===== src/tte_pkg.sv =====
// Shared package for the tuning table edit engine.
// Holds field widths, command and register codes, reset values, payload types and states.
// No dependencies.
`default_nettype none

package tte_pkg;

   localparam int KEY_W                 = 7;
   localparam int VALUE_W               = 16;
   localparam int LIMIT_W               = 15;
   localparam int OP_W                  = 3;
   localparam int CSR_INDEX_W           = 2;
   localparam int CSR_DATA_W            = 16;
   localparam int FRAC_W                = 16;
   localparam int SLOPE_W               = 32;
   localparam int DEFAULT_TABLE_ENTRIES = 128;

   localparam logic [OP_W-1:0] OP_READ      = 3'd0;
   localparam logic [OP_W-1:0] OP_WRITE     = 3'd1;
   localparam logic [OP_W-1:0] OP_TRANSPOSE = 3'd2;
   localparam logic [OP_W-1:0] OP_INCREMENT = 3'd3;
   localparam logic [OP_W-1:0] OP_INTERP    = 3'd4;

   localparam logic [CSR_INDEX_W-1:0] CSR_STEP_VALUE = 2'd0;
   localparam logic [CSR_INDEX_W-1:0] CSR_PITCH_MAX  = 2'd1;
   localparam logic [CSR_INDEX_W-1:0] CSR_PITCH_MIN  = 2'd2;

   localparam logic signed [VALUE_W-1:0] STEP_RESET      = 16'sd200;
   localparam logic [LIMIT_W-1:0]        PITCH_MAX_RESET = 15'd21920;
   localparam logic [LIMIT_W-1:0]        PITCH_MIN_RESET = 15'd320;

   localparam logic STATUS_OK    = 1'b0;
   localparam logic STATUS_SHORT = 1'b1;

   // equal temperament in cents; the table holds twice these, in half-cents
   localparam int ET_LOW_KEY     = 21;
   localparam int ET_HIGH_KEY    = 108;
   localparam int ET_REF_KEY     = 12;
   localparam int ET_FLOOR_HC    = 160;
   localparam int ET_CEIL_HC     = 10960;
   localparam int ET_SEMITONE_HC = 100;

   typedef struct packed {
      logic [OP_W-1:0]           op;
      logic [KEY_W-1:0]          first_key;
      logic [KEY_W-1:0]          second_key;
      logic [KEY_W-1:0]          dest_key;
      logic signed [VALUE_W-1:0] write_value;
   } req_type;

   typedef struct packed {
      logic signed [VALUE_W-1:0] read_value;
      logic                      status;
   } rsp_type;

   typedef struct packed {
      logic signed [VALUE_W-1:0] step_value;
      logic [LIMIT_W-1:0]        pitch_max;
      logic [LIMIT_W-1:0]        pitch_min;
   } cfg_type;

   typedef enum logic [3:0] {
      ST_CLEAR,
      ST_IDLE,
      ST_DECODE,
      ST_READ,
      ST_SNAP,
      ST_XP,
      ST_INC_RD,
      ST_INC_SEED,
      ST_INC,
      ST_IP_RD,
      ST_IP_DIV,
      ST_IP_WAIT,
      ST_IP_FILL
   } state_type;

endpackage

`default_nettype wire


===== src/tte_store.sv =====
// Pitch table and undo snapshot memories, one write and one registered read port each.
// Depends on tte_pkg.
`default_nettype none

module tte_store
   import tte_pkg::*;
#(
   parameter int TABLE_ENTRIES = DEFAULT_TABLE_ENTRIES,
   parameter int ADDR_W        = $clog2(DEFAULT_TABLE_ENTRIES)
) (
   input  wire logic               clock,
   input  wire logic               pitch_we,
   input  wire logic [ADDR_W-1:0]  pitch_waddr,
   input  wire logic [VALUE_W-1:0] pitch_wdata,
   input  wire logic [ADDR_W-1:0]  pitch_raddr,
   output logic      [VALUE_W-1:0] pitch_rdata,
   input  wire logic               undo_we,
   input  wire logic [ADDR_W-1:0]  undo_waddr,
   input  wire logic [VALUE_W-1:0] undo_wdata,
   input  wire logic [ADDR_W-1:0]  undo_raddr,
   output logic      [VALUE_W-1:0] undo_rdata
);

   logic [VALUE_W-1:0] pitch_mem [TABLE_ENTRIES];
   logic [VALUE_W-1:0] undo_mem  [TABLE_ENTRIES];

   always_ff @(posedge clock) begin
      if (pitch_we) begin
         pitch_mem[pitch_waddr] <= pitch_wdata;
      end
      pitch_rdata <= pitch_mem[pitch_raddr];
   end

   always_ff @(posedge clock) begin
      if (undo_we) begin
         undo_mem[undo_waddr] <= undo_wdata;
      end
      undo_rdata <= undo_mem[undo_raddr];
   end

endmodule

`default_nettype wire


===== config.mk =====
export PLATFORM = sky130hd
export DESIGN_NAME = tte_store
export DESIGN_NICKNAME = d
export VERILOG_FILES = /design/src/tte_pkg.sv /design/src/tte_store.sv
export SDC_FILE = /design/constraint.sdc
export NUM_CORES = 2
export LEC_CHECK = 0
export BUFFER_PORTS_ARGS = -buffer_cell sky130_fd_sc_hd__buf_2
export CAP_MARGIN = 20
export CORE_ASPECT_RATIO = 1.1
export CORE_MARGIN = 2
export CORE_UTILIZATION = 45
export CTS_CLUSTER_SIZE = 14
export DETAILED_ROUTE_END_ITERATION = 6
export GPL_TIMING_DRIVEN = 1
export PLACE_DENSITY = 0.65
export SETUP_SLACK_MARGIN = 0.4
export SYNTH_ARGS = -nofsm -noshare
export SYNTH_HDL_FRONTEND = slang
export SYNTH_SLANG_ARGS = --single-unit

===== constraint.sdc =====
create_clock -name clock -period 6.4 [get_ports clock]
set_input_delay 0.96 -clock clock [delete_from_list [all_inputs] [get_ports clock]]
set_output_delay 0.96 -clock clock [all_outputs]
set_load 0.01 [all_outputs]

# [Word-level counts from Yosys, hierarchy flattened]
# Memories as Yosys holds them, arrays and structs flattened. A register that Yosys moved wholly into a read port is not among the register bits.
# Cells that the tools add are included.
[classes] n_mux=4
[ops] operator="1-bit two-way mux" count=4
[word_totals] word_cells=6 inputBits=63 memories=2 out_inout_bits=32 ff_bits=0 ram_bits=4096
[mem_list] name="pitch_mem" words=128 width=16 read_ports=1 rd_clocked_by_memory_dff=1 wr=1 line_no="tte_store.sv:24" source="logic [VALUE_W-1:0] pitch_mem [TABLE_ENTRIES];"
[mem_list] name="undo_mem" words=128 width=16 read_ports=1 rd_clocked_by_memory_dff=1 wr=1 line_no="tte_store.sv:25" source="logic [VALUE_W-1:0] undo_mem [TABLE_ENTRIES];"

# [Longest topological paths before layout]
[depth] ltp_word=2 ltp_mapped=7 ltp_nobuf=4

# [Worst setup path before layout]
# OpenSTA, ideal clock, no wires.
[synth_timing] path_kind="input -> register" startpoint="input port pitch_raddr[0]" endpoint="register pitch_rdata[0] (read register of pitch_mem)" setup_slack_ns=2.931 arrival_time_ns=3.348 stages=6 n_path_buf=2 setup_time_ns=0.121 t_required_ns=6.279 cell_sequence="buf_2 buf_1 mux4_2 mux4_2 mux4_2 mux2_2"
[synth_lines] item="from (decl)" line_no="tte_store.sv:15" source="input wire logic [ADDR_W-1:0] pitch_raddr,"
[synth_lines] item="to (decl)" line_no="tte_store.sv:16" source="output logic [VALUE_W-1:0] pitch_rdata,"

==> results by group <==
Place
  – IO Port Bufs: 94
  – Post-DP HPWL: around 210000 um
  – DP Cell Count: approximately 11k
  – GPL Wtd Cong: 0.8011

Pwr
  – Flop pwr share: 0.536
  – P_sw: between 0.01 and 0.015 W
  – Gate power share: 0.049
  – Clock Power Share: 0.415
  – Pleak: about 55 nW
  – Sw frac: 0.2109
  – P_int: between 0.04 and 0.05 W
  – VDD IR max: 258.4 uV
  – Pwr Density: between 300 and 400 nW/um^2

GRT
  – Largest net degree at the start of global routing: 113
  – GRT overflow: 0
  – First-pass GRT wire length: 533800 um
  – Initial antenna violation count: 30
  – Vias in the first global route: between 70k and 80k
  – Total track usage: 0.2103

Floorplan
  – Num ports: 95
  – Die span in x: around 570 um
  – Initial Util: 0.4520
  – CORE AREA: 347400 sq um
  – Die H: approximately 620 um
  – Core Rows: ~230
  – Die Footprint: about 350000 sq um

Setup path
  – Critical path's slowest cell: mux4_2
  – Worst Path Max Fanout: 58
  – CP most frequent cell: mux4_2
  – Buffers & Inverters on Critical Path: 2
  – Crit end category: flop
  – Worst reg2reg setup slack: roughly 3.8 ns
  – Crit-path leading delay family: multiplexers
  – CP max stage delay: between 0.6 and 0.7 ns
  – Origin of the critical flop-to-flop path: undo_mem[110][8]
  – Crit path from: undo_raddr[0]
  – Critical Path RT: around 7.2 ns
  – FF-to-FF path depth: 4
  – Crit path kind: in -> reg
  – CP Cell Sequence: buf_8, buf_4, mux4_2, mux4_2, mux4_2, mux2_2
  – CP startpoint kind: input port
  – CP arrival: 4.35 ns
  – FF-to-FF End: undo_rdata[8]

Clock tree
  – Clk Tree Root Cell: clkbuf_16
  – Postcts setup bufs: 0
  – H-tree lvl count: 5
  – CTS clock-pin slew for the worst setup and hold paths: 0.06 ns
  – Worst-skew pair later-pin latency: 0.96 ns
  – CTS tree: done
  – Sink Count: approximately 4.1k
  – CTS max path bufs: 4
  – TritonCTS Buffers: 403
  – CTS resizes: 0
  – Hold_buf cts: 0

Job
  – Max-Cap Viols: 0

Synthesis
  – Synth warnings: 0
  – Post-Synth XOR/XNOR Area: 0
  – Number of synthesized flops with an enable pin: 4096
  – Post-Synth Adder-Cell Area: 0
  – Synthesized area: around 160000 sq um
  – Synthesized area per cell: approximately 25 sq um
  – Asr flop ratio synth: 0
  – Yosys cell types: 19
  – Post-Synth Simple-Gate Area: 0.008765
  – Share of the synthesized area in the top cell type: 0.7833
  – Synth Area in Compound Gates: 0
  – Cells after synthesis: slightly above 6k
  – Commonest cells post-synth: 4096 x edfxtp_1, 1344 x mux4_2, 257 x nor2_1
  – Seq cells post-synth: between 4k and 5k
  – Synth area leader: edfxtp_1
  – Top cells by area, synth: edfxtp_1 78%, mux4_2 19%, nor2_1 0.61%
  – Largest family of logic cells by synthesized area: multiplexers
  – Top FF cell, synth: edfxtp_1
  – Syn_nets: between 6k and 7k
  – Mux contribution to synthesized area: 0.1951
  – Seq/Total Area, Yosys: 0.7874
  – Most frequent cell after synthesis: edfxtp_1

Worst hold path
  – Worst hold stages: 1
  – Hold Crit Start: undo_wdata[6]
  – Worst hold-check path type: in -> reg
  – WHS Endpoint: undo_mem[68][6]

STA
  – # setup viols final: 0
  – Tcrit/Tclk final: 0.5505
  – Slew at the pin with the worst max-slew slack: ~1.1 ns
  – RSZ-0062 raised after global routing: false
  – Fin. max-slew vios: 0
  – Final setup skew: 0.1213 ns
  – Final setup TNS: 0 ns
  – Fmax: approximately 280 MHz
  – Slew margin rel.: 0.2490
  – Final min period: around 3.5 ns
  – Final Hold Violating Endpoints: 0

Routing
  – Wire per inst: 32.16 um
  – Final wirelength: about 370000 um
  – Drt first pass iters: 6
  – Wire length on met1: 146600 um
  – Via count: 70.42k
  – Met3 routed WL: ~30000 um
  – Vias/cell: 6.045
  – First DRT Iteration DRCs: just over 9k
  – DRC viols: 0
  – Met2 wire len: roughly 190000 um
  – Top routing layer in use: met5
  – ANT nets after route: 0

Outcome
  – Status: complete, no violations

Cells and area
  – NumNets Final: just under 7k
  – Layout cells sized above 1: 0.3484
  – Fillers: 26.29k
  – Area of the multi-input gates: around 32000 sq um
  – Reg area: ~120000 sq um
  – Final non-filler cell total: 11.65k
  – Area Overhead vs Synth: 13.79%
cells by family (layout without fill, tap and decap cells):
kind of cell	Yosys count	count (layout)
AND/OR/NAND/NOR	337	337
buffers and inverters	325	1216
multiplexers	1376	1376
other	0	13
flip-flops	4128	4128
routing by layer:
metal	track usage	vias to the layer above
li1	-	28040
met1	0.2896	38550
met2	0.3460	3240
met3	0.03693	580
met4	0.06310	14
met5	0	-
worst reg2reg max path, delay by kind of cell, from the launching register on:
kind	cells	cell delay, ns
mux	4	2.05
flops	1	0.36
power by group through the flow:
stage          clock [W]  sequential, W  combinational (W)
3_3_place_gp           0         0.0305            0.00271
3_5_place_dp           0         0.0305            0.00275
2_1_floorplan          0         0.0305            0.00146
4_1_cts           0.0236         0.0300            0.00276
6_report          0.0232         0.0300            0.00272
5_1_grt           0.0246         0.0299            0.00285
area by class of cell:
class / instances / share of cell area
Clock buffer: 493 / 0.05892
Antenna cell: 13 / 0.0001821
Timing Repair Buffer: 480 / 0.02374
Sequential cell: 4128 / 0.6920
Tap cell: 4580 / 0.03207
Clock inverter: 243 / 0.01343
Multi-Input combinational cell: 1713 / 0.1797
registers in the layout, indices dropped and copies added (netlist names):
register,count
undo_mem,2048
pitch_mem,2048
undo_rdata,16
pitch_rdata,16
placed cells by master (no fill, tap or decap), types with 4 or more instances in the layout:
cell type and instances:
clkinvlp_4 13, buf_16 10, buf_12 39, nand4_1 5, nand2_1 25, dfxtp_1 32, nand2b_1 5, nor3_2 6
nor2b_1 15, clkinv_16 11, bufinv_16 34, clkinv_8 5, buf_8 8, clkbuf_1 84, buf_4 367, nor2_2 28
clkbuf_16 407, buf_2 52, mux2_2 32, clkbuf_8 4, inv_6 6, nor2_1 229, edfxtp_1 4096, diode_2 13
clkinv_2 85, mux4_2 1344, clkinv_1 83, nand3_1 21
how the worst max path moves through the flow:
| stage | endpoint | cells past startpoint |
|---|---|---|
| 2_1_floorplan | pitch_rdata[0] | 6 |
| 3_3_place_gp | undo_rdata[0] | 8 |
| 3_5_place_dp | undo_rdata[10] | 8 |
| 4_1_cts | undo_rdata[0] | 8 |
| 5_1_grt | undo_rdata[4] | 6 |
| 6_report | undo_rdata[4] | 6 |
through the flow:
| stage | total power, W | setup slack, ns | util | hold slack, ns | cell area (sq um) |
|---|---|---|---|---|---|
| after floorplan | 0.03193 | 2.931 | - | 1.059 | 157000 |
| after global placement | 0.03323 | 1.834 | 0.4761 | 1.115 | 165400 |
| after detailed placement | 0.03328 | 1.846 | 0.4768 | 1.122 | 165600 |
| after CTS | 0.05630 | 2.893 | 0.5140 | 0.3475 | 178500 |
| after global routing | 0.05741 | 2.801 | 0.5143 | 0.3876 | 178600 |
| final | 0.05586 | 2.877 | 0.5144 | 0.4257 | 178700 |
Note: power is estimated with default switching activity, not from simulation.
