$ cat src/tte_pkg.sv
// Shared package for the tuning table edit engine.
// Holds field widths, command and register codes, reset values, payload types and states.
// No dependencies.
`default_nettype none

package tte_pkg;

   localparam int KEY_W                 = 7;
   localparam int VALUE_W               = 16;
   localparam int LIMIT_W               = 15;
   localparam int OP_W                  = 3;
   localparam int CSR_INDEX_W           = 2;
   localparam int CSR_DATA_W            = 16;
   localparam int FRAC_W                = 16;
   localparam int SLOPE_W               = 32;
   localparam int DEFAULT_TABLE_ENTRIES = 128;

   localparam logic [OP_W-1:0] OP_READ      = 3'd0;
   localparam logic [OP_W-1:0] OP_WRITE     = 3'd1;
   localparam logic [OP_W-1:0] OP_TRANSPOSE = 3'd2;
   localparam logic [OP_W-1:0] OP_INCREMENT = 3'd3;
   localparam logic [OP_W-1:0] OP_INTERP    = 3'd4;

   localparam logic [CSR_INDEX_W-1:0] CSR_STEP_VALUE = 2'd0;
   localparam logic [CSR_INDEX_W-1:0] CSR_PITCH_MAX  = 2'd1;
   localparam logic [CSR_INDEX_W-1:0] CSR_PITCH_MIN  = 2'd2;

   localparam logic signed [VALUE_W-1:0] STEP_RESET      = 16'sd200;
   localparam logic [LIMIT_W-1:0]        PITCH_MAX_RESET = 15'd21920;
   localparam logic [LIMIT_W-1:0]        PITCH_MIN_RESET = 15'd320;

   localparam logic STATUS_OK    = 1'b0;
   localparam logic STATUS_SHORT = 1'b1;

   // equal temperament in cents; the table holds twice these, in half-cents
   localparam int ET_LOW_KEY     = 21;
   localparam int ET_HIGH_KEY    = 108;
   localparam int ET_REF_KEY     = 12;
   localparam int ET_FLOOR_HC    = 160;
   localparam int ET_CEIL_HC     = 10960;
   localparam int ET_SEMITONE_HC = 100;

   typedef struct packed {
      logic [OP_W-1:0]           op;
      logic [KEY_W-1:0]          first_key;
      logic [KEY_W-1:0]          second_key;
      logic [KEY_W-1:0]          dest_key;
      logic signed [VALUE_W-1:0] write_value;
   } req_type;

   typedef struct packed {
      logic signed [VALUE_W-1:0] read_value;
      logic                      status;
   } rsp_type;

   typedef struct packed {
      logic signed [VALUE_W-1:0] step_value;
      logic [LIMIT_W-1:0]        pitch_max;
      logic [LIMIT_W-1:0]        pitch_min;
   } cfg_type;

   typedef enum logic [3:0] {
      ST_CLEAR,
      ST_IDLE,
      ST_DECODE,
      ST_READ,
      ST_SNAP,
      ST_XP,
      ST_INC_RD,
      ST_INC_SEED,
      ST_INC,
      ST_IP_RD,
      ST_IP_DIV,
      ST_IP_WAIT,
      ST_IP_FILL
   } state_type;

endpackage

`default_nettype wire

$ cat src/tte_seq.sv
// Command sequencer: reset fill, snapshot sweep, range rewrites and result transfer.
// Depends on tte_pkg; drives the ports of tte_store and tte_div.
`default_nettype none

module tte_seq
   import tte_pkg::*;
#(
   parameter int TABLE_ENTRIES = DEFAULT_TABLE_ENTRIES,
   parameter int ADDR_W        = $clog2(DEFAULT_TABLE_ENTRIES)
) (
   input  wire logic               clock,
   input  wire logic               reset,
   input  wire logic               start,
   input  wire req_type            req_data,
   output logic                    busy,
   output logic                    rsp_strobe,
   output rsp_type                 rsp_data,
   input  wire cfg_type            cfg,
   output logic                    pitch_we,
   output logic      [ADDR_W-1:0]  pitch_waddr,
   output logic      [VALUE_W-1:0] pitch_wdata,
   output logic      [ADDR_W-1:0]  pitch_raddr,
   input  wire logic [VALUE_W-1:0] pitch_rdata,
   output logic                    undo_we,
   output logic      [ADDR_W-1:0]  undo_waddr,
   output logic      [VALUE_W-1:0] undo_wdata,
   output logic      [ADDR_W-1:0]  undo_raddr,
   input  wire logic [VALUE_W-1:0] undo_rdata,
   output logic                    div_start,
   output logic      [SLOPE_W-1:0] div_dividend,
   output logic      [ADDR_W-1:0]  div_divisor,
   input  wire logic               div_done,
   input  wire logic [SLOPE_W-1:0] div_quotient
);

   localparam logic [ADDR_W:0] ENTRIES_C = (ADDR_W + 1)'(TABLE_ENTRIES);
   localparam logic [ADDR_W:0] LAST_C    = (ADDR_W + 1)'(TABLE_ENTRIES - 1);

   function automatic logic [ADDR_W-1:0] key_mod(input logic [KEY_W-1:0] key);
      logic [KEY_W-1:0] r;
      r = key;
      for (int s = KEY_W - 1; s >= 0; s--) begin
         if (32'(r) >= (TABLE_ENTRIES << s)) begin
            r = r - KEY_W'(TABLE_ENTRIES << s);
         end
      end
      return ADDR_W'(r);
   endfunction

   function automatic logic [VALUE_W-1:0] et_entry(input logic [ADDR_W:0] idx);
      if (idx < ET_LOW_KEY) begin
         return VALUE_W'(2 * ET_FLOOR_HC);
      end else if (idx > ET_HIGH_KEY) begin
         return VALUE_W'(2 * ET_CEIL_HC);
      end else begin
         return VALUE_W'(idx) * VALUE_W'(2 * ET_SEMITONE_HC)
              - VALUE_W'(2 * (ET_SEMITONE_HC * ET_REF_KEY - ET_FLOOR_HC));
      end
   endfunction

   function automatic logic [VALUE_W-1:0] clamp_pitch(input logic [VALUE_W-1:0] base,
                                                       input cfg_type c);
      logic signed [VALUE_W:0] sum;
      sum = $signed({base[VALUE_W-1], base}) + $signed({c.step_value[VALUE_W-1], c.step_value});
      if (sum > $signed({2'b00, c.pitch_max})) begin
         return {1'b0, c.pitch_max};
      end else if (sum < $signed({2'b00, c.pitch_min})) begin
         return {1'b0, c.pitch_min};
      end else begin
         return sum[VALUE_W-1:0];
      end
   endfunction

   state_type           state_ff, state_in;
   logic [OP_W-1:0]     op_ff, op_in;
   logic [ADDR_W-1:0]   a_ff, a_in;
   logic [ADDR_W-1:0]   b_ff, b_in;
   logic [ADDR_W-1:0]   d_ff, d_in;
   logic [ADDR_W-1:0]   lo_ff, lo_in;
   logic [ADDR_W-1:0]   hi_ff, hi_in;
   logic [VALUE_W-1:0]  wv_ff, wv_in;
   logic [ADDR_W:0]     cnt_ff, cnt_in;
   logic [ADDR_W:0]     dst_ff, dst_in;
   logic                pend_ff, pend_in;
   logic [ADDR_W-1:0]   pend_dst_ff, pend_dst_in;
   logic [VALUE_W-1:0]  v_ff, v_in;
   logic [SLOPE_W-1:0]  slope_ff, slope_in;
   logic [SLOPE_W-1:0]  acc_ff, acc_in;
   logic                neg_ff, neg_in;
   logic                rsp_strobe_ff, rsp_strobe_in;
   rsp_type             rsp_data_ff, rsp_data_in;

   logic                fin;
   logic                fin_status;
   logic [VALUE_W-1:0]  fin_value;
   logic [ADDR_W:0]     cnt_dec;
   logic [ADDR_W:0]     hi_dec;
   logic [ADDR_W-1:0]   span;
   logic [VALUE_W-1:0]  inc_value;
   logic signed [VALUE_W:0] diff;
   logic [VALUE_W:0]    diff_mag;

   always_comb begin
      state_in      = state_ff;
      op_in         = op_ff;
      a_in          = a_ff;
      b_in          = b_ff;
      d_in          = d_ff;
      lo_in         = lo_ff;
      hi_in         = hi_ff;
      wv_in         = wv_ff;
      cnt_in        = cnt_ff;
      dst_in        = dst_ff;
      pend_in       = 1'b0;
      pend_dst_in   = pend_dst_ff;
      v_in          = v_ff;
      slope_in      = slope_ff;
      acc_in        = acc_ff;
      neg_in        = neg_ff;
      rsp_strobe_in = 1'b0;
      rsp_data_in   = rsp_data_ff;

      fin        = 1'b0;
      fin_status = STATUS_OK;
      fin_value  = '0;

      cnt_dec   = cnt_ff - 1'b1;
      hi_dec    = {1'b0, hi_ff} - 1'b1;
      span      = hi_ff - lo_ff;
      inc_value = clamp_pitch(v_ff, cfg);
      diff      = $signed({pitch_rdata[VALUE_W-1], pitch_rdata})
                - $signed({undo_rdata[VALUE_W-1], undo_rdata});
      diff_mag  = diff[VALUE_W] ? VALUE_W'(0) - diff : diff;

      pitch_we     = 1'b0;
      pitch_waddr  = '0;
      pitch_wdata  = '0;
      pitch_raddr  = '0;
      undo_we      = 1'b0;
      undo_waddr   = '0;
      undo_wdata   = '0;
      undo_raddr   = '0;
      div_start    = 1'b0;
      div_dividend = {diff_mag[VALUE_W-1:0], {FRAC_W{1'b0}}};
      div_divisor  = span;

      // retire the transpose write issued last cycle
      if (pend_ff) begin
         pitch_we    = 1'b1;
         pitch_waddr = pend_dst_ff;
         pitch_wdata = clamp_pitch(undo_rdata, cfg);
      end

      unique case (state_ff)
         ST_CLEAR: begin
            pitch_we    = 1'b1;
            pitch_waddr = cnt_ff[ADDR_W-1:0];
            pitch_wdata = et_entry(cnt_ff);
            if (cnt_ff == LAST_C) begin
               cnt_in   = '0;
               state_in = ST_IDLE;
            end else begin
               cnt_in = cnt_ff + 1'b1;
            end
         end
         ST_IDLE: begin
            if (start) begin
               op_in    = req_data.op;
               a_in     = key_mod(req_data.first_key);
               b_in     = key_mod(req_data.second_key);
               d_in     = key_mod(req_data.dest_key);
               wv_in    = req_data.write_value;
               state_in = ST_DECODE;
            end
         end
         ST_DECODE: begin
            lo_in = (a_ff < b_ff) ? a_ff : b_ff;
            hi_in = (a_ff < b_ff) ? b_ff : a_ff;
            unique case (op_ff) inside
               OP_READ: begin
                  pitch_raddr = a_ff;
                  state_in    = ST_READ;
               end
               OP_WRITE: begin
                  pitch_we    = 1'b1;
                  pitch_waddr = a_ff;
                  pitch_wdata = wv_ff;
                  fin         = 1'b1;
               end
               OP_TRANSPOSE, OP_INCREMENT, OP_INTERP: begin
                  cnt_in   = '0;
                  state_in = ST_SNAP;
               end
               default: begin
                  fin = 1'b1;
               end
            endcase
         end
         ST_READ: begin
            fin       = 1'b1;
            fin_value = pitch_rdata;
         end
         ST_SNAP: begin
            pitch_raddr = cnt_ff[ADDR_W-1:0];
            if (cnt_ff != '0) begin
               undo_we    = 1'b1;
               undo_waddr = cnt_dec[ADDR_W-1:0];
               undo_wdata = pitch_rdata;
            end
            if (cnt_ff == ENTRIES_C) begin
               unique case (op_ff) inside
                  OP_TRANSPOSE: begin
                     cnt_in   = {1'b0, lo_ff};
                     dst_in   = {1'b0, d_ff};
                     state_in = ST_XP;
                  end
                  OP_INCREMENT: begin
                     if (lo_ff == hi_ff) begin
                        fin        = 1'b1;
                        fin_status = STATUS_SHORT;
                     end else begin
                        state_in = ST_INC_RD;
                     end
                  end
                  OP_INTERP: begin
                     if (span < ADDR_W'(2)) begin
                        fin        = 1'b1;
                        fin_status = STATUS_SHORT;
                     end else begin
                        state_in = ST_IP_RD;
                     end
                  end
                  default: begin
                     fin = 1'b1;
                  end
               endcase
            end else begin
               cnt_in = cnt_ff + 1'b1;
            end
         end
         ST_XP: begin
            if ((cnt_ff <= {1'b0, hi_ff}) && (dst_ff < ENTRIES_C)) begin
               undo_raddr  = cnt_ff[ADDR_W-1:0];
               pend_in     = 1'b1;
               pend_dst_in = dst_ff[ADDR_W-1:0];
               cnt_in      = cnt_ff + 1'b1;
               dst_in      = dst_ff + 1'b1;
            end else begin
               fin = 1'b1;
            end
         end
         ST_INC_RD: begin
            undo_raddr = lo_ff;
            state_in   = ST_INC_SEED;
         end
         ST_INC_SEED: begin
            v_in     = undo_rdata;
            cnt_in   = {1'b0, lo_ff} + 1'b1;
            state_in = ST_INC;
         end
         ST_INC: begin
            pitch_we    = 1'b1;
            pitch_waddr = cnt_ff[ADDR_W-1:0];
            pitch_wdata = inc_value;
            v_in        = inc_value;
            if (cnt_ff == {1'b0, hi_ff}) begin
               fin = 1'b1;
            end else begin
               cnt_in = cnt_ff + 1'b1;
            end
         end
         ST_IP_RD: begin
            undo_raddr  = lo_ff;
            pitch_raddr = hi_ff;
            state_in    = ST_IP_DIV;
         end
         ST_IP_DIV: begin
            div_start = 1'b1;
            neg_in    = diff[VALUE_W];
            v_in      = undo_rdata;
            state_in  = ST_IP_WAIT;
         end
         ST_IP_WAIT: begin
            if (div_done) begin
               slope_in = neg_ff ? SLOPE_W'(0) - div_quotient : div_quotient;
               acc_in   = neg_ff ? SLOPE_W'(0) - div_quotient : div_quotient;
               cnt_in   = {1'b0, lo_ff} + 1'b1;
               state_in = ST_IP_FILL;
            end
         end
         ST_IP_FILL: begin
            pitch_we    = 1'b1;
            pitch_waddr = cnt_ff[ADDR_W-1:0];
            pitch_wdata = acc_ff[SLOPE_W-1:FRAC_W] + v_ff;
            acc_in      = acc_ff + slope_ff;
            if (cnt_ff == hi_dec) begin
               fin = 1'b1;
            end else begin
               cnt_in = cnt_ff + 1'b1;
            end
         end
      endcase

      if (fin) begin
         state_in                = ST_IDLE;
         rsp_strobe_in           = 1'b1;
         rsp_data_in.read_value  = fin_value;
         rsp_data_in.status      = fin_status;
      end
   end

   always_ff @(posedge clock) begin
      if (reset) begin
         state_ff      <= ST_CLEAR;
         cnt_ff        <= '0;
         pend_ff       <= 1'b0;
         rsp_strobe_ff <= 1'b0;
      end else begin
         state_ff      <= state_in;
         cnt_ff        <= cnt_in;
         pend_ff       <= pend_in;
         rsp_strobe_ff <= rsp_strobe_in;
      end
   end

   always_ff @(posedge clock) begin
      op_ff       <= op_in;
      a_ff        <= a_in;
      b_ff        <= b_in;
      d_ff        <= d_in;
      lo_ff       <= lo_in;
      hi_ff       <= hi_in;
      wv_ff       <= wv_in;
      dst_ff      <= dst_in;
      pend_dst_ff <= pend_dst_in;
      v_ff        <= v_in;
      slope_ff    <= slope_in;
      acc_ff      <= acc_in;
      neg_ff      <= neg_in;
      rsp_data_ff <= rsp_data_in;
   end

   assign busy       = (state_ff != ST_IDLE);
   assign rsp_strobe = rsp_strobe_ff;
   assign rsp_data   = rsp_data_ff;

endmodule

`default_nettype wire

$ cat config.mk
export PLATFORM = sky130hd
export DESIGN_NAME = tte_seq
export DESIGN_NICKNAME = d
export VERILOG_FILES = /design/src/tte_pkg.sv /design/src/tte_seq.sv
export SDC_FILE = /design/constraint.sdc
export NUM_CORES = 1
export LEC_CHECK = 0
export ABC_AREA = 1
export BUFFER_PORTS_ARGS = -buffer_cell sky130_fd_sc_hd__buf_2
export CAP_MARGIN = 10
export CORE_MARGIN = 3
export CORE_UTILIZATION = 29
export DETAILED_ROUTE_END_ITERATION = 16
export SETUP_SLACK_MARGIN = 0.15
export SYNTH_ARGS = -nofsm -noshare
export SYNTH_HDL_FRONTEND = slang
export SYNTH_SLANG_ARGS = --single-unit
$ cat constraint.sdc
create_clock -name clock -period 6.85 [get_ports clock]
set_input_delay 1.37 -clock clock [delete_from_list [all_inputs] [get_ports clock]]
set_output_delay 1.37 -clock clock [all_outputs]
set_load 0.02 [all_outputs]
# Word-level counts from Yosys, hierarchy flattened
# Index checks and enable logic that the tools add are counted.
# totals
reg_bits,181
output_inout_bits,121
elab_cells,184
# classes
n_addsub,14
mul,1
n_lt_le_gt_ge,10
n_eq_ne,44
mux,68
bitwise_logic,1
reduce_logical,26
# op_table
operator,n
$mux 16,11
$mux 8,11
$mux 32,2
$pmux 16 s4,1
$pmux 32 s2,1
$pmux 8 s8,1
$mux 7,8
$pmux 4 s9,1
$add 16x16->17,2
$gt 17x16->1,2
$lt 17x16->1,2
$add 32x32->32,1
$pmux 16 s2,1
$sub 1x32->32 const A,1
$pmux 7 s2,2
$mux 4,6
$ne 3x3->1 const B,8
$pmux 7 s3,1
$eq 4x4->1 const B,5
$ne 2x2->1 const B,9
$reduce_and 9->1,2
$sub 16x16->17,1
$add 16x16->16,1
$add 8x1->8 const B,2
other kinds (48),82

# Longest topological paths before layout
# depth
word_depth,8
depth_mapped,28
ltp_nobuf,27

# Worst setup path after synthesis
# No wires, ideal clock.
# synth_path
path_type,input port to output port
start,input cfg[30] (netlist name)
end,output pitch_wdata[10]
arrival_time_ns,4.484
required_ns,5.480
slack_ns,0.996
path_stages,26
n_path_buf,1
cell_sequence,ha_1 inv_1 fa_1 inv_1 nand3_1 nand2_1 nand2_1 nand2_1 inv_1 o21ai_0 xor2_1 ha_1 nand2_1 nor2_1 nand3_1 nand4_1 nand2_1 nand3_1 nand2_1 nand2_4 nand2_2 buf_6 inv_1 nand2_1 nand3_1 o21ai_0
# synth_via
elab_chain_len,7
elab_cells_between_ends,13
classes_between,add/sub: 2; order compare: 4; mux: 7
# synth_lines
item,line,rtl
"start, declared",tte_seq.sv:18,"input wire cfg_type cfg,"
$add 16x16->17,tte_seq.sv:64,"sum = $signed({base[VALUE_W-1], base}) + $signed({c.step_value[VALUE_W-1], c.step_value});"
$lt 17x16->1,tte_seq.sv:67,"end else if (sum < $signed({2'b00, c.pitch_min})) begin"
$mux 16,tte_seq.sv:67,
$mux 16,tte_seq.sv:65,"if (sum > $signed({2'b00, c.pitch_max})) begin"
$mux 16,tte_seq.sv:148,if (pend_ff) begin
$mux 16,tte_seq.sv:179,unique case (op_ff) inside
$pmux 16 s4 (*),tte_seq.sv:154,unique case (state_ff)
"end, declared",tte_seq.sv:21,"output logic [VALUE_W-1:0] pitch_wdata,"
# Every way passes the cells marked *; elsewhere a longest branch is shown, timed or not.

# Final worst setup path
# layout_path
start,input cfg[30] (netlist name)
end,output pitch_wdata[11]
# Same word-level chain as after synthesis.

==> impl_metrics.yaml <==
floorplanning:
  die_w_um: 262
  start_util: 0.294
  core_area_um2: 64600
  die_h_um: 262
  fp-row-count: 93
  die_area_um2: 68500
  pin_count: 275
drt:
  avgRoutedWirePerCell_um: 18.3
  detail-route-antenna-nets: 0
  drc_errors: 0
  drtPass1Iterations: 5
  drtIter0Drc: 1715
  num_vias: 18700
  wl_um: 69100
  vias_per_cell: 4.94
synthesis:
  ys.warnings.count: 0
  async_flop_share: 0
  synth_ff_type: "edfxtp_1"
  ys_seq_area_frac: 0.279
  synth.cell_area_um2: 19000
  avgSynthCellArea_um2: 7.17
  synth-edff-count: 167
  synth_seq_cells: 181
  ys_types: 66
  netlist_instances: 2646
pwr:
  p_leak_nw: 10.9
  power.share.sequential: 0.233
  switchingPower_mw: 3.47
  p_int_mw: 3.38
  comb_power_share: 0.612
  ir_drop_v: 0.000151
  powerDensity_nw_per_um2: 312
  switching_share: 0.507
  clkPwrFrac: 0.156
critical_path:
  crit_start: "cfg[30]"
  r2r_start: "v_ff[0]"
  critical_path_class: "input pin to output pin"
  r2r.worst_path.cells: 22
  cp.arrival_ns: 5.02
  endpoint_kind: "output pin"
  critPathMaxFanout: 16
  critPathLaunchType: "input pin"
  worst_r2r_endpoint: "v_ff[8]"
  r2r_slack_ns: 2.87
  critPathRequiredTime_ns: 5.48
cts:
  cts_root_buf: "clkbuf_16"
  cts-htree-levels: 4
  cts_tree: "done"
  clk_latency_ns: 0.47
  clk_transition_reported_paths_ns: 0.08
  cts_sinks: 181
  numCtsBuffers: 17
  cts_buffer_depth: 2
sta:
  tightest_slew_ns: 1.15
  max_freq_mhz: 157
  maxSlewViolCount: 0
  relSlewSlack: 0.234
  setup_violations: 0
  tns_ns: 0
  hold_violations: 0
  fin_crit_sh: 0.933
  finalClockSkew_ns: 0.0175
  fin_crit_ns: 6.39
  grt_setup_unrepaired: "no"
cells_and_area:
  drive_gt1_frac: 0.145
  mostFrequentLayoutCells: "nand2_1, inv_1, buf_2"
  final_common_cell: "nand2_1"
  synthToLayoutAreaGrowth_pct: 15.7
  nNetsFinal: 3291
  fin_util: 0.340
job:
  maxCapViolations: 0
placed_design:
  dp_hpwl_um: 58000
  place.gp.congestion: 0.992
  port_buffers: 258
worst_hold_path:
  whs_path_depth: 0
  hold_end: "pend_dst_ff[4]"
  hp-class: "register to register"
  min-delay-start: "dst_ff[4]"
grt:
  globalRouteTotalUtil: 0.199
  grt_pass1_vias: 17600
  grt_max_degree: 53
  grt_remaining_overflow: 0
  antenna_found_initial: 5
  grt_pass1_wl_um: 103000
run_status:
  status: "finished, final reports clean"
==> metrics by stage <==
| stage | hold WS (ns) | area (µm²) | cells | setup slack (ns) | power [mW] |
|---|---|---|---|---|---|
| after floorplan | 0.451 | 19000 | 2661 | 0.996 | 4.44 |
| after global placement | 0.476 | 21200 | 3742 | 0.325 | 5.71 |
| after detailed placement | 0.488 | 21200 | 3742 | 0.249 | 5.71 |
| after CTS | 0.501 | 21900 | 3774 | 0.231 | 6.80 |
| after global routing | 0.518 | 21900 | 3779 | 0.146 | 7.40 |
| final | 0.510 | 21900 | 3781 | 0.462 | 6.85 |
==> sequential cells by signal (all words and copies together) (netlist names), 4 cells and up <==
name and flops:
acc_ff 32, slope_ff 32, rsp_data 17, v_ff 16
wv_ff 16, cnt_ff 8, dst_ff 8, a_ff 7
b_ff 7, d_ff 7, hi_ff 7, lo_ff 7
pend_dst_ff 7, state_ff 4
==> power groups by stage <==
stage / Combinational [mW] / Clock, mW / Sequential (mW)
after floorplan: 2.88 / 0 / 1.56
after global placement: 4.10 / 0 / 1.61
after detailed placement: 4.09 / 0 / 1.62
after CTS: 4.12 / 1.09 / 1.59
after global routing: 4.66 / 1.14 / 1.61
final: 4.19 / 1.06 / 1.59
==> worst max-delay path by stage <==
stage	endpoint
after global placement	pitch_wdata[8]
after global routing	pitch_wdata[3]
after CTS	pitch_wdata[8]
after floorplan	pitch_wdata[10]
final	pitch_wdata[11]
after detailed placement	pitch_wdata[8]
==> cell usage after synthesis, types with 4 or more instances <==
cell type	number	share of area
nand2_1	657	0.13
inv_1	367	0.073
nor2_1	252	0.050
ha_1	218	0.14
nand3_1	193	0.051
edfxtp_1	167	0.26
a21oi_1	154	0.041
o21ai_0	133	0.035
xor2_1	82	0.038
xnor2_1	42	0.019
nor3_1	34	0.0090
clkbuf_1	26	0.0051
nand4_1	24	0.0079
buf_4	19	0.0075
o221ai_1	19	0.0088
inv_2	18	0.0036
nand2_2	16	0.0053
or2_2	15	0.0049
a31oi_1	14	0.0046
dfxtp_1	14	0.015
nand3_2	14	0.0074
a21o_1	12	0.0048
o21ai_1	12	0.0032
nand3b_1	10	0.0040
nor4_1	10	0.0033
fa_1	9	0.0095
nor2_2	8	0.0026
o21bai_1	8	0.0032
o22ai_1	8	0.0026
o31ai_1	8	0.0032
nand2_4	6	0.0036
o21a_1	6	0.0024
a21boi_0	5	0.0020
a221oi_1	5	0.0023
o211ai_1	5	0.0020
a211oi_1	4	0.0016
buf_2	4	0.0011
buf_6	4	0.0024
nor3_2	4	0.0021
==> critical path, cell delays in order <==
cell     delay (ns)
buf_2          0.14
ha_1           0.19
inv_1          0.07
fa_1           0.42
o21ai_0        0.41
xor2_1         0.45
ha_1           0.34
a21oi_1        0.14
o21a_1         0.12
nand2_1        0.10
a21oi_1        0.23
nand2_4        0.10
nand2_8        0.14
inv_6          0.09
nand2_1        0.07
nand3_1        0.10
nand3_1        0.08
nand2_1        0.09
nand2_1        0.09
o21ai_0        0.09
buf_2          0.18
==> layer usage <==
layer | wire length (µm) | GRT usage | vias to the layer above
met5 | 0 | 0 | -
met4 | 1920 | 0.0617 | 0
met3 | 4650 | 0.0279 | 89
met2 | 30300 | 0.314 | 615
met1 | 32200 | 0.281 | 8654
li1 | - | - | 9331
==> kinds of logic after synthesis <==
kind of cell               after synthesis  synth area share
buffers and inverters                  443            0.0944
muxes                                    1          0.000528
and+or+nand+nor                       1257             0.288
xor gates and xnor gates               125            0.0581
adders and majority gates              227             0.153
AOI/OAI and AO/OA                      411             0.126
DFF                                    181             0.279
other                                    1          0.000198
==> repair_timing <==
action	4_1_cts	5_1_grt
endpoints found under the setup margin	0	15
setup buffers	0	4
hold buffers	0	0
gates resized for setup	0	12
==> final cells by class <==
| cell class | instances | area [µm²] |
|---|---|---|
| Tap cell | 855 | 1070 |
| Fill cell | 6969 | 42600 |
| Multi-Input combinational cell | 2037 | 12000 |
| Antenna cell | 3 | 7.51 |
| Clock buffer | 17 | 425 |
| Timing Repair Buffer | 286 | 1510 |
| Clock inverter | 15 | 189 |
| Sequential cell | 181 | 5300 |
| Inverter | 387 | 1460 |
No activity file was read; power rests on OpenSTA's default activity.
