## config.mk

```make
export PLATFORM = sky130hd
export DESIGN_NAME = tte_div
export DESIGN_NICKNAME = d
export VERILOG_FILES = /design/src/tte_pkg.sv /design/src/tte_div.sv
export SDC_FILE = /design/constraint.sdc
export NUM_CORES = 1
export LEC_CHECK = 0
export BUFFER_PORTS_ARGS = -buffer_cell sky130_fd_sc_hd__clkbuf_2
export CORE_MARGIN = 2
export CORE_UTILIZATION = 52
export CTS_CLUSTER_SIZE = 40
export DETAILED_ROUTE_END_ITERATION = 7
export PLACE_DENSITY = 0.79
export SLEW_MARGIN = 15
export SYNTH_ARGS = -nofsm -noshare
export SYNTH_HDL_FRONTEND = slang
export SYNTH_SLANG_ARGS = --single-unit
```

## constraint.sdc

```tcl
create_clock -name clock -period 2.8 [get_ports clock]
set_input_delay 0.28 -clock clock [delete_from_list [all_inputs] [get_ports clock]]
set_output_delay 0.28 -clock clock [all_outputs]
set_load 0.005 [all_outputs]
```

## src/tte_pkg.sv

```systemverilog
// Shared package for the tuning table edit engine.
// Holds field widths, command and register codes, reset values, payload types and states.
// No dependencies.
`default_nettype none

package tte_pkg;

   localparam int KEY_W                 = 7;
   localparam int VALUE_W               = 16;
   localparam int LIMIT_W               = 15;
   localparam int OP_W                  = 3;
   localparam int CSR_INDEX_W           = 2;
   localparam int CSR_DATA_W            = 16;
   localparam int FRAC_W                = 16;
   localparam int SLOPE_W               = 32;
   localparam int DEFAULT_TABLE_ENTRIES = 128;

   localparam logic [OP_W-1:0] OP_READ      = 3'd0;
   localparam logic [OP_W-1:0] OP_WRITE     = 3'd1;
   localparam logic [OP_W-1:0] OP_TRANSPOSE = 3'd2;
   localparam logic [OP_W-1:0] OP_INCREMENT = 3'd3;
   localparam logic [OP_W-1:0] OP_INTERP    = 3'd4;

   localparam logic [CSR_INDEX_W-1:0] CSR_STEP_VALUE = 2'd0;
   localparam logic [CSR_INDEX_W-1:0] CSR_PITCH_MAX  = 2'd1;
   localparam logic [CSR_INDEX_W-1:0] CSR_PITCH_MIN  = 2'd2;

   localparam logic signed [VALUE_W-1:0] STEP_RESET      = 16'sd200;
   localparam logic [LIMIT_W-1:0]        PITCH_MAX_RESET = 15'd21920;
   localparam logic [LIMIT_W-1:0]        PITCH_MIN_RESET = 15'd320;

   localparam logic STATUS_OK    = 1'b0;
   localparam logic STATUS_SHORT = 1'b1;

   // equal temperament in cents; the table holds twice these, in half-cents
   localparam int ET_LOW_KEY     = 21;
   localparam int ET_HIGH_KEY    = 108;
   localparam int ET_REF_KEY     = 12;
   localparam int ET_FLOOR_HC    = 160;
   localparam int ET_CEIL_HC     = 10960;
   localparam int ET_SEMITONE_HC = 100;

   typedef struct packed {
      logic [OP_W-1:0]           op;
      logic [KEY_W-1:0]          first_key;
      logic [KEY_W-1:0]          second_key;
      logic [KEY_W-1:0]          dest_key;
      logic signed [VALUE_W-1:0] write_value;
   } req_type;

   typedef struct packed {
      logic signed [VALUE_W-1:0] read_value;
      logic                      status;
   } rsp_type;

   typedef struct packed {
      logic signed [VALUE_W-1:0] step_value;
      logic [LIMIT_W-1:0]        pitch_max;
      logic [LIMIT_W-1:0]        pitch_min;
   } cfg_type;

   typedef enum logic [3:0] {
      ST_CLEAR,
      ST_IDLE,
      ST_DECODE,
      ST_READ,
      ST_SNAP,
      ST_XP,
      ST_INC_RD,
      ST_INC_SEED,
      ST_INC,
      ST_IP_RD,
      ST_IP_DIV,
      ST_IP_WAIT,
      ST_IP_FILL
   } state_type;

endpackage

`default_nettype wire

```

## src/tte_div.sv

```systemverilog
// Restoring divider, one quotient bit per cycle, for the interpolation slope.
// Depends on tte_pkg.
`default_nettype none

module tte_div
   import tte_pkg::*;
#(
   parameter int DIVISOR_W = $clog2(DEFAULT_TABLE_ENTRIES)
) (
   input  wire logic                 clock,
   input  wire logic                 reset,
   input  wire logic                 start,
   input  wire logic [SLOPE_W-1:0]   dividend,
   input  wire logic [DIVISOR_W-1:0] divisor,
   output logic                      done,
   output logic      [SLOPE_W-1:0]   quotient
);

   localparam int                COUNT_W = $clog2(SLOPE_W);
   localparam logic [COUNT_W-1:0] LAST_C = COUNT_W'(SLOPE_W - 1);

   logic                 run_ff,   run_in;
   logic                 done_ff,  done_in;
   logic [COUNT_W-1:0]   count_ff, count_in;
   logic [DIVISOR_W-1:0] rem_ff,   rem_in;
   logic [DIVISOR_W-1:0] div_ff,   div_in;
   logic [SLOPE_W-1:0]   quo_ff,   quo_in;
   logic [DIVISOR_W:0]   rem_sh;
   logic [DIVISOR_W:0]   rem_diff;
   logic                 fits;

   always_comb begin
      rem_sh   = {rem_ff, quo_ff[SLOPE_W-1]};
      fits     = rem_sh >= {1'b0, div_ff};
      rem_diff = rem_sh - {1'b0, div_ff};
      run_in   = run_ff;
      done_in  = 1'b0;
      count_in = count_ff;
      rem_in   = rem_ff;
      div_in   = div_ff;
      quo_in   = quo_ff;
      if (start) begin
         run_in   = 1'b1;
         count_in = '0;
         rem_in   = '0;
         div_in   = divisor;
         quo_in   = dividend;
      end else if (run_ff) begin
         rem_in   = fits ? rem_diff[DIVISOR_W-1:0] : rem_sh[DIVISOR_W-1:0];
         quo_in   = {quo_ff[SLOPE_W-2:0], fits};
         count_in = count_ff + 1'b1;
         if (count_ff == LAST_C) begin
            run_in  = 1'b0;
            done_in = 1'b1;
         end
      end
   end

   always_ff @(posedge clock) begin
      if (reset) begin
         run_ff  <= 1'b0;
         done_ff <= 1'b0;
      end else begin
         run_ff  <= run_in;
         done_ff <= done_in;
      end
   end

   always_ff @(posedge clock) begin
      count_ff <= count_in;
      rem_ff   <= rem_in;
      div_ff   <= div_in;
      quo_ff   <= quo_in;
   end

   assign done     = done_ff;
   assign quotient = quo_ff;

endmodule

`default_nettype wire

```

## Word level (Yosys, flattened, before mapping)

Index checks and enable logic that the tools add are counted.

- Bits in registers: 53

- $add $sub $neg: 2
- $lt $le $gt $ge: 1
- Equality and inequality tests: 1
- Muxes and demuxes: 7
- Bitwise operators: 1
- Reductions and logical operators: 2

Operators by type and width:

| cell | count |
|---|---|
| $mux 32 | 2 |
| $ge 8x7->1 | 1 |
| $mux 7 | 1 |
| $sub 7x7->7 | 1 |
| $add 5x1->5 const B | 1 |
| $eq 5x5->1 const B | 1 |
| $mux 1 | 4 |
| $reduce_or 3->1 | 1 |
| $reduce_bool 2->1 | 1 |
| $not 1->1 | 1 |

## Logic depth before layout (Yosys ltp)

Gate-level depths: netlist of run 1.

- Depth after elaboration: 4
- Mapped depth: 7
- Depth with buffers taken out: 7

## Least setup slack after synthesis of run 1

Ideal clock, no wire load.

- Path kind: reg-to-reg
- From: register quo_ff[31] (netlist: quotient[31])
- To: register rem_ff[0]
- Arrival: 1.958 ns
- Slack: 0.782 ns
- Cell stages (with the launch flop): 8
- Path buffers: 0
- Clock period less this slack: 2.018 ns
- Path through: edfxtp_1 -> inv_1 -> ha_1 -> fa_1 -> nand2b_2 -> a211o_4 -> a311oi_2 -> a311o_1

- Word-level cells in the longest chain between the ends: 2
- Elaborated cells between the ends (all ways): 3
- Classes of those cells: 1 x add/sub; 1 x order compare; 1 x mux

RTL lines:

| element | RTL line | text |
|---|---|---|
| start, declared | tte_div.sv:27 | `logic [SLOPE_W-1:0] quo_ff, quo_in;` |
| start signal, assigned | tte_div.sv:73 | `quo_ff <= quo_in;` |
| $sub 7x7->7 or $ge 8x7->1 (tied branches) | tte_div.sv:35, tte_div.sv:34 |  |
| $mux 7 * | tte_div.sv:49 | `rem_in = fits ? rem_diff[DIVISOR_W-1:0] : rem_sh[DIVISOR_W-1:0];` |
| end signal, assigned | tte_div.sv:71 | `rem_ff <= rem_in;` |
| end, declared | tte_div.sv:25 | `logic [DIVISOR_W-1:0] rem_ff, rem_in;` |

Mark *: on every way between the ends. The rest lies on a longest branch, timed or not.
A chain may end at the register's enable or synchronous reset.

## Worst setup path after layout of run 1

Same ends and word-level chain as after synthesis.

==> results.sh, run 1 <==
export IMPL_vias=1896
export IMPL_path_clk_slew_ns=0.09
export IMPL_synth_seq_cells=53
export IMPL_grt_pass1_wl_mm=8.79
export IMPL_min_period_ns=2.23
export IMPL_clock_skew_ns=0.00579
export IMPL_p_clk_share_pct=24.7
export IMPL_core_area_um2=5070
export IMPL_startpoint="quotient[31]"
export IMPL_syn_cell_area_um2=2710
export IMPL_first_pass_iters=4
export IMPL_r2r_slack_ns=0.57
export IMPL_final_cell_mix="74 x clkbuf_2, 39 x edfxtp_1, 32 x mux2_2, 14 x dfxtp_1, 13 x nor2_1"
export IMPL_relSlewSlack_pct=50.7
export IMPL_p_sw_mw=0.441
export IMPL_p_int_mw=1.26
export IMPL_comb_power_share_pct=18.6
export IMPL_area_growth_pct=18.2
export IMPL_fin_util_pct=63.0
export IMPL_globalplace_congestion=0.826
export IMPL_drc=0
export IMPL_fmax_mhz=447
export IMPL_std_cell_rows=26
export IMPL_crit_buf_inv=1
export IMPL_async_reset_ff_share_pct=0
export IMPL_end_kind="flop"
export IMPL_grt_max_degree=33
export IMPL_cts_setup_buffers=0
export IMPL_gr_total_overflow=0
export IMPL_cts_max_path_buffers=2
export IMPL_worst_pin_slew_ns=0.739
export IMPL_final_nets=334
export IMPL_power_frac_seq_pct=56.7
export IMPL_die_area_um2=5800
export IMPL_ctsResizeCount=0
export IMPL_first_global_vias=1885
export IMPL_hold_class="in2reg"
export IMPL_ir_drop_mv=0.314
export IMPL_crit_family="compound AO/OA/AOI/OAI gates"
export IMPL_grt_antenna_before_repair=0
export IMPL_syn_avg_cell_area_um2=13.1
export IMPL_crit_fanout=4
export IMPL_syn_inst=207
export IMPL_die_h_um=76.1
export IMPL_worstReg2RegStart="quotient[31]"
export IMPL_endpoint="rem_ff[0]"
export IMPL_r2r_end="rem_ff[0]"
export IMPL_initial_core_util_pct=53.3
export IMPL_worst_path_stages=7
export IMPL_ys_warn_count=0
export IMPL_worstSkewPairLatency_ns=0.30
export IMPL_rr_worst_depth=7
export IMPL_synth_edff_count=39
export IMPL_leakage_nw=1.35
export IMPL_cts_buffers=5
export IMPL_diodes=0
export IMPL_setup_viol=0
export IMPL_die_w_um=76.1
export IMPL_holdBufCountCts=0
export IMPL_place_hpwl_mm=3.91
export IMPL_yosys_most_used_dff="edfxtp_1"
export IMPL_cp_cell_sequence="inv_1 -> ha_1 -> fa_1 -> nand2b_2 -> a211oi_2 -> nor3_1 -> a311o_1"
export IMPL_slew_violations=0
export IMPL_synth_seq_area_share_pct=53.7
export IMPL_rsz0062_at_grt="no"
export IMPL_ant_nets=0
export IMPL_drt_initial_drc_count=130
export IMPL_cts_max_level=2
export IMPL_routed_wl_mm=5.34
export IMPL_setup_tns_ns=0
export IMPL_final_common_cell="clkbuf_2"
export IMPL_cts_num_sinks=53
export IMPL_avgViaCountPerCell=5.37
export IMPL_cts_root_buffer="clkbuf_8"
export IMPL_grtUsageTotal_pct=19.0
export IMPL_report_final_hold_viol_count=0
export IMPL_syn_nets=259
export IMPL_routedWlPerCell_um=15.1
export IMPL_startpoint_type="flop"
export IMPL_path_class="reg2reg"
export IMPL_synth_cell_types=51
export IMPL_num_io_pins=75
export IMPL_port_buffers=74
export IMPL_p_sw_share_pct=25.9
export IMPL_crit_arrival_ns=2.43
export IMPL_drive_gt1_share_pct=45.6
export IMPL_cts_tree="built"
export IMPL_outcome="finished, final reports clean"
export IMPL_cap_violations=0
export IMPL_p_per_area_nw_per_um2=532
export IMPL_post_route_period_util_pct=79.8
export IMPL_cp_slowest_cell="fa_1"
export IMPL_required_ns=3.00
export IMPL_max_stage_delay_ns=0.42
[how the worst min path moves through the flow]
stage | endpoint | slack, ns | cells after the start | startpoint
floorplan | run_ff | 0.35 | 1 | reset
global placement | div_ff[3] | 0.46 | 1 | divisor[3]
detailed placement | div_ff[6] | 0.46 | 1 | divisor[6]
CTS | div_ff[3] | 0.14 | 1 | divisor[3]
global route | div_ff[3] | 0.13 | 1 | divisor[3]
finish | div_ff[6] | 0.15 | 1 | divisor[6]
[per-stage QoR]
step | power, mW | cells | area [um^2] | worst slack, ns | hold slack, ns
3_5_place_dp | 1.30 | 345 | 3110 | 0.598 | 0.459
6_report | 1.70 | 353 | 3200 | 0.565 | 0.149
4_1_cts | 1.71 | 353 | 3200 | 0.575 | 0.138
3_3_place_gp | 1.29 | 345 | 3110 | 0.733 | 0.457
2_1_floorplan | 1.18 | 207 | 2710 | 0.782 | 0.352
5_1_grt | 1.78 | 353 | 3200 | 0.462 | 0.132
[synthesized netlist by cell type, drive strengths merged (2+ instances only)]
cell type	n	share of area, %
or2	3	0.69
edfxtp	39	43
xnor2	3	0.97
o21ai	4	0.74
nand2b	3	0.88
nor2b	4	0.92
o21a	2	0.55
nor3b	7	1.9
mux2	32	13
and2b	2	0.69
nor2	13	1.8
o311ai	2	0.65
a21oi	2	0.37
inv	11	1.5
a211oi	4	1.5
a41oi	4	1.3
a311oi	2	0.88
nand2	7	0.97
clkbuf	3	1.2
nand3	3	0.74
nor3	5	0.92
mux2i	2	0.74
ha	9	4.2
a311o	2	0.79
nand4	2	0.46
dfxtp	14	10
buf	6	1.5
xor2	2	0.65
o31ai	4	1.1
[sequential cells by signal, indices dropped and copies added (netlist names)]
signal,cells
div_ff,7
rem_ff,7
count_ff,5
done,1
quotient,32
run_ff,1
[power by group through the flow]
stage | clock network, mW | logic [mW] | registers, mW
6_report | 0.420 | 0.317 | 0.964
5_1_grt | 0.463 | 0.349 | 0.972
4_1_cts | 0.432 | 0.317 | 0.964
3_5_place_dp | 0 | 0.317 | 0.980
3_3_place_gp | 0 | 0.308 | 0.978
2_1_floorplan | 0 | 0.199 | 0.978
[worst reg2reg max path, cell delays in order, from the launching register on]
cell and delay (ns):
edfxtp_1 0.38, inv_1 0.05, ha_1 0.22, fa_1 0.42, nand2b_2 0.25, a211oi_2 0.33, nor3_1 0.15, a311o_1 0.32
[cell type report]
class / count / area [um^2]
clock inverters: 3 / 16.3
multi-input cells: 134 / 1140
flip-flops and latches: 53 / 1450
well taps: 70 / 87.6
fillers: 399 / 1880
clock buffers: 5 / 68.8
inverters: 11 / 41.3
repair buffers: 77 / 393
[per-layer routing]
layer,track usage [%],share of wire [%]
met5,0,0
met2,33.1,49
met1,23.1,44
met4,5.64,0.82
met3,5.21,6.7
[cells by family (layout without fill, tap and decap cells)]
| group | Yosys count | count (layout) | synth area share, % |
|---|---|---|---|
| AOI/OAI and AO/OA | 31 | 31 | 9.99 |
| xor gates and xnor gates | 5 | 5 | 1.62 |
| adders and majority gates | 10 | 10 | 4.90 |
| buffers and inverters | 20 | 96 | 4.21 |
| DFF | 53 | 53 | 53.7 |
| muxes | 34 | 34 | 14.1 |
| and+or+nand+nor | 54 | 54 | 11.6 |
(Power assumes the default switching activity.)
==> run 2: changes to the inputs <==
Settings changed: ABC_AREA set to 1, CORE_UTILIZATION 52 to 51.
Clock period 2.8 ns to 2.2 ns, I/O delays scaled along.
==> run 2 against run 1 <==
  * Hold slack worse by 0.060 ns
  * Clock skew increased by 0.0055 ns
  * Largest power group unchanged
  * Critical endpoint is now rem_ff[6]
  * Largest cell class unchanged
  * Synthesized area decreased by 5.6%
==> results.sh, run 2 <==
export IMPL_outcome="finished, final reports clean"
export IMPL_num_io_pins=75
export IMPL_placed_cells=426
export IMPL_core_area_um2=4790
export IMPL_first_global_vias=1835
export IMPL_hold_class="in2reg"
export IMPL_fmax_mhz=525
export IMPL_cts_buffers=5
export IMPL_crit_fanout=7
export IMPL_first_pass_iters=4
export IMPL_ctsResizeCount=0
export IMPL_std_cell_rows=25
export IMPL_synthTopCellsByArea="edfxtp_1 46%, nand2_1 21%, dfxtp_1 11%, ha_1 4.4%, inv_1 3.4%"
export IMPL_setup_ws_ns=0.296
export IMPL_hold_ws_ns=0.0883
export IMPL_area_growth_pct=22.7
export IMPL_cts_setup_buffers=0
export IMPL_setup_viol=0
export IMPL_globalplace_congestion=0.866
export IMPL_die_h_um=74.7
export IMPL_dp_slack_ns=0.323
export IMPL_p_per_area_nw_per_um2=752
export IMPL_ant_nets=0
export IMPL_port_buffers=74
export IMPL_fillCellCount=391
export IMPL_die_w_um=74.7
export IMPL_async_reset_ff_share_pct=0
export IMPL_synth_edff_count=39
export IMPL_grt_max_degree=36
export IMPL_routedWlPerCell_um=12.0
export IMPL_syn_nets=342
export IMPL_synth_seq_area_share_pct=56.9
export IMPL_ys_warn_count=0
export IMPL_post_route_period_util_pct=86.5
export IMPL_holdBufCountCts=0
export IMPL_syn_cell_area_um2=2550
export IMPL_multi_input_area_um2=961
export IMPL_synth_cell_types=29
export IMPL_die_area_um2=5590
export IMPL_crit_arrival_ns=2.10
export IMPL_grt_antenna_before_repair=0
export IMPL_synthMostInstantiatedCell="nand2_1"
export IMPL_synth_seq_cells=53
export IMPL_synthMuxAreaShare_pct=0
export IMPL_synth_top_family_by_area="simple AND/OR/NAND/NOR gates"
export IMPL_drc=0
export IMPL_initial_core_util_pct=53.3
export IMPL_cts_max_path_buffers=2
export IMPL_yosys_area_top_type="edfxtp_1"
export IMPL_cts_max_level=2
export IMPL_path_class="reg2reg"
export IMPL_worstSkewPairLatency_ns=0.31
export IMPL_gr_total_overflow=0
export IMPL_clock_skew_ns=0.0113
export IMPL_synthAdderAreaFrac_pct=5.20
export IMPL_synth_top_cell_area_share_pct=45.9
export IMPL_leakage_nw=1.62
export IMPL_synthXorXnorAreaFrac_pct=0.686
export IMPL_slew_violations=0
export IMPL_cts_root_buffer="clkbuf_8"
export IMPL_startpoint_type="flop"
export IMPL_drive_gt1_share_pct=25.3
export IMPL_required_ns=2.40
export IMPL_rsz0062_at_grt="no"
export IMPL_stdcell_count=434
export IMPL_routed_wl_mm=5.22
export IMPL_grtUsageTotal_pct=19.5
export IMPL_drt_initial_drc_count=133
export IMPL_final_common_cell="nand2_1"
export IMPL_largest_register_ffs=32
export IMPL_path_clk_slew_ns=0.09
export IMPL_vias=2114
export IMPL_report_final_hold_viol_count=0
export IMPL_synth_compound_area_share_pct=3.24
export IMPL_min_period_ns=1.90
export IMPL_cts_tree="built"
export IMPL_cts_num_sinks=53
export IMPL_place_hpwl_mm=3.91
export IMPL_final_nets=418
export IMPL_avgViaCountPerCell=4.87
export IMPL_ir_drop_mv=0.499
export IMPL_syn_avg_cell_area_um2=8.80
export IMPL_setup_tns_ns=0
export IMPL_yosys_most_used_dff="edfxtp_1"
export IMPL_worst_pin_slew_ns=0.673
export IMPL_cap_violations=0
export IMPL_regArea_um2=1450
export IMPL_relSlewSlack_pct=55.1
export IMPL_synth_simple_area_share_pct=28.5
export IMPL_grt_pass1_wl_mm=8.31
export IMPL_synth_common_cells="141 x nand2_1, 39 x edfxtp_1, 23 x inv_1"
export IMPL_diodes=0
export IMPL_end_kind="flop"
export IMPL_power_mw=2.36
export IMPL_final_cell_mix="141 x nand2_1, 74 x clkbuf_2, 39 x edfxtp_1, 23 x inv_1, 17 x nand3_1"
export IMPL_syn_inst=290
## run 2: cell count changes in the layout (fill, tap and decap cells not counted), moves of 6 or more
cell     change
inv_1       +12
mux2_2      -32
nand3_1     +15
nor3b_1      -6
nand2_1    +134
## run 2: layer usage
| metal | global-route usage, % | wire, um | part of all wire (%) |
|---|---|---|---|
| met2 | 30.6 | 2400 | 46 |
| met4 | 4.76 | 53 | 1.0 |
| met1 | 27.7 | 2420 | 46 |
| met5 | 0 | 0 | 0 |
| met3 | 4.55 | 342 | 6.6 |
## run 2: cells by family (layout without fill, tap and decap cells)
kind of cell | count (synthesis) | count (layout)
xor gates and xnor gates | 2 | 2
and+or+nand+nor | 177 | 177
buffers and inverters | 37 | 114
AOI/OAI and AO/OA | 11 | 11
DFF | 53 | 53
adders and majority gates | 10 | 10
## run 2: final timing paths
kind | start | endpoint | slack (ns) | cells after the start
hold reg to reg | rem_ff[3] | rem_ff[3] | 0.48 | 2
setup / recovery | quotient[31] | rem_ff[6] | 0.30 | 11
setup reg to reg | quotient[31] | rem_ff[6] | 0.30 | 11
hold / removal | reset | run_ff | 0.09 | 2
## run 2: through the flow
stage | utilization [%] | instance area, um^2
after global routing | 65.4 | 3130
after global placement | 62.6 | 3000
after detailed placement | 62.6 | 3000
final | 65.4 | 3130
after floorplan | - | 2550
after CTS | 65.4 | 3130
## run 2: final cells by class
class / instances / share of cell area (%)
clock buffer: 5 / 2.20
sequential: 53 / 46.3
inverter: 29 / 3.48
multi-input combinational: 200 / 30.7
clock inverter: 3 / 2.08
tap: 67 / 2.68
timing repair buffer: 77 / 12.5
## run 2: report_power, final
group / switching [mW] / internal, mW
logic: 0.209 / 0.155
clock network: 0.315 / 0.452
registers: 0.0500 / 1.18
## run 2: critical path, cell delays in order, from the launching register on
cell	delay [ns]
edfxtp_1	0.36
inv_1	0.06
ha_1	0.22
fa_1	0.42
inv_1	0.09
nand3_1	0.07
nand2_1	0.15
nand2_1	0.11
nand3_4	0.11
nand3_1	0.08
nand3_1	0.09
nand2_1	0.05
==> run 3: changes to the inputs <==
Settings changed: CORE_MARGIN 2 to unset.
==> run 3 against run 2 <==
  * Global-route usage grew 1.9 points
  * Hold slack got worse by 0.0031 ns
  * Cell count is 0.23% lower
  * Core utilization decreased by 0.17 points
  * Combinational power about the same
  * Clock skew is 0.0026 ns lower
  * Largest power group unchanged
  * Highest routed layer unchanged
==> results.sh, run 3 (synthesis gave the netlist of run 2 again) <==
export IMPL_outcome="finished, final reports clean"
export IMPL_cts_max_path_buffers=2
export IMPL_avgViaCountPerCell=4.81
export IMPL_fin_util_pct=65.3
export IMPL_routedWlPerCell_um=12.3
export IMPL_slew_violations=0
export IMPL_die_area_um2=5290
export IMPL_required_ns=2.40
export IMPL_cts_root_buffer="clkbuf_8"
export IMPL_place_hpwl_mm=3.88
export IMPL_worst_pin_slew_ns=0.655
export IMPL_core_area_um2=4750
export IMPL_ir_drop_mv=0.383
export IMPL_routed_wl_mm=5.33
export IMPL_dpl_cell_area_um2=2990
export IMPL_setup_viol=0
export IMPL_crit_arrival_ns=2.09
export IMPL_first_global_vias=1918
export IMPL_cts_tree="built"
export IMPL_cts_num_sinks=53
export IMPL_die_h_um=72.7
export IMPL_crit_fanout=7
export IMPL_worstSkewPairLatency_ns=0.30
export IMPL_report_final_hold_viol_count=0
export IMPL_cts_buffers=5
export IMPL_drt_initial_drc_count=104
export IMPL_leakage_nw=1.60
export IMPL_port_buffers=74
export IMPL_first_pass_iters=5
export IMPL_stdcell_count=433
export IMPL_final_area_um2=3100
export IMPL_setup_ws_ns=0.306
export IMPL_cap_violations=0
export IMPL_relSlewSlack_pct=56.2
export IMPL_placed_cells=425
export IMPL_largest_register_ffs=32
export IMPL_std_cell_rows=25
export IMPL_num_io_pins=75
export IMPL_grtUsageTotal_pct=21.4
export IMPL_diodes=0
export IMPL_globalplace_congestion=0.838
export IMPL_area_growth_pct=21.6
export IMPL_setup_tns_ns=0
export IMPL_path_clk_slew_ns=0.10
export IMPL_drive_gt1_share_pct=25.1
export IMPL_grt_max_degree=38
export IMPL_fmax_mhz=528
export IMPL_p_per_area_nw_per_um2=726
export IMPL_cts_max_level=2
export IMPL_grt_antenna_before_repair=0
export IMPL_min_period_ns=1.89
export IMPL_power_mw=2.25
export IMPL_r2r_slack_ns=0.31
export IMPL_clock_skew_ns=0.00865
export IMPL_startpoint_type="flop"
export IMPL_ant_nets=0
export IMPL_grt_pass1_wl_mm=8.61
export IMPL_hold_class="in2reg"
export IMPL_final_cell_mix="141 x nand2_1, 74 x clkbuf_2, 39 x edfxtp_1, 23 x inv_1, 17 x nand3_1"
export IMPL_die_w_um=72.7
export IMPL_final_nets=417
export IMPL_post_route_period_util_pct=86.1
export IMPL_path_class="reg2reg"
export IMPL_drc=0
export IMPL_initial_core_util_pct=53.7
export IMPL_final_common_cell="nand2_1"
export IMPL_ctsResizeCount=0
export IMPL_hold_ws_ns=0.0852
export IMPL_cts_setup_buffers=0
export IMPL_rsz0062_at_grt="no"
export IMPL_holdBufCountCts=0
export IMPL_gr_total_overflow=0
export IMPL_vias=2081
export IMPL_dp_slack_ns=0.345
export IMPL_end_kind="flop"
run 3: changes by cell type in the layout (fill, tap and decap cells not counted):
cell	change
bufinv_16	-1
inv_6	+1
buf_4	-1
run 3: worst paths after layout:
check | startpoint | to | depth (start not counted)
max | quotient[31] | rem_ff[5] | 11
min | reset | run_ff | 2
max reg2reg | quotient[31] | rem_ff[5] | 11
min reg2reg | rem_ff[6] | rem_ff[6] | 2
run 3: routing by layer:
layer	vias to the layer above	part of all wire, %	global-route usage, %
li1	1082	-	-
met5	-	0	0
met4	0	0.28	5.45
met2	61	48	35.8
met1	936	46	27.4
met3	2	5.7	6.22
run 3: where the power goes:
part	switching, mW	leakage [nW]	internal [mW]
combinational	0.211	1.03	0.154
sequential	0.0519	0.511	1.18
clock	0.321	0.0585	0.341
total	0.583	1.60	1.67
run 3: layout make-up:
cell class / instances / area [um^2]
clock buffers: 5 / 68.8
clock inverters: 3 / 43.8
fillers: 401 / 1650
inverters: 29 / 109
multi-input cells: 200 / 961
flip-flops and latches: 53 / 1450
well taps: 67 / 83.8
repair buffers: 76 / 385
run 3: critical path: stages, from the launching register on:
cell	delay (ns)
edfxtp_1	0.36
inv_1	0.06
ha_1	0.22
fa_1	0.41
inv_1	0.09
nand3_1	0.07
nand2_1	0.14
nand2_1	0.11
nand3_4	0.11
nand3_1	0.08
nand3_1	0.08
nand2_1	0.05
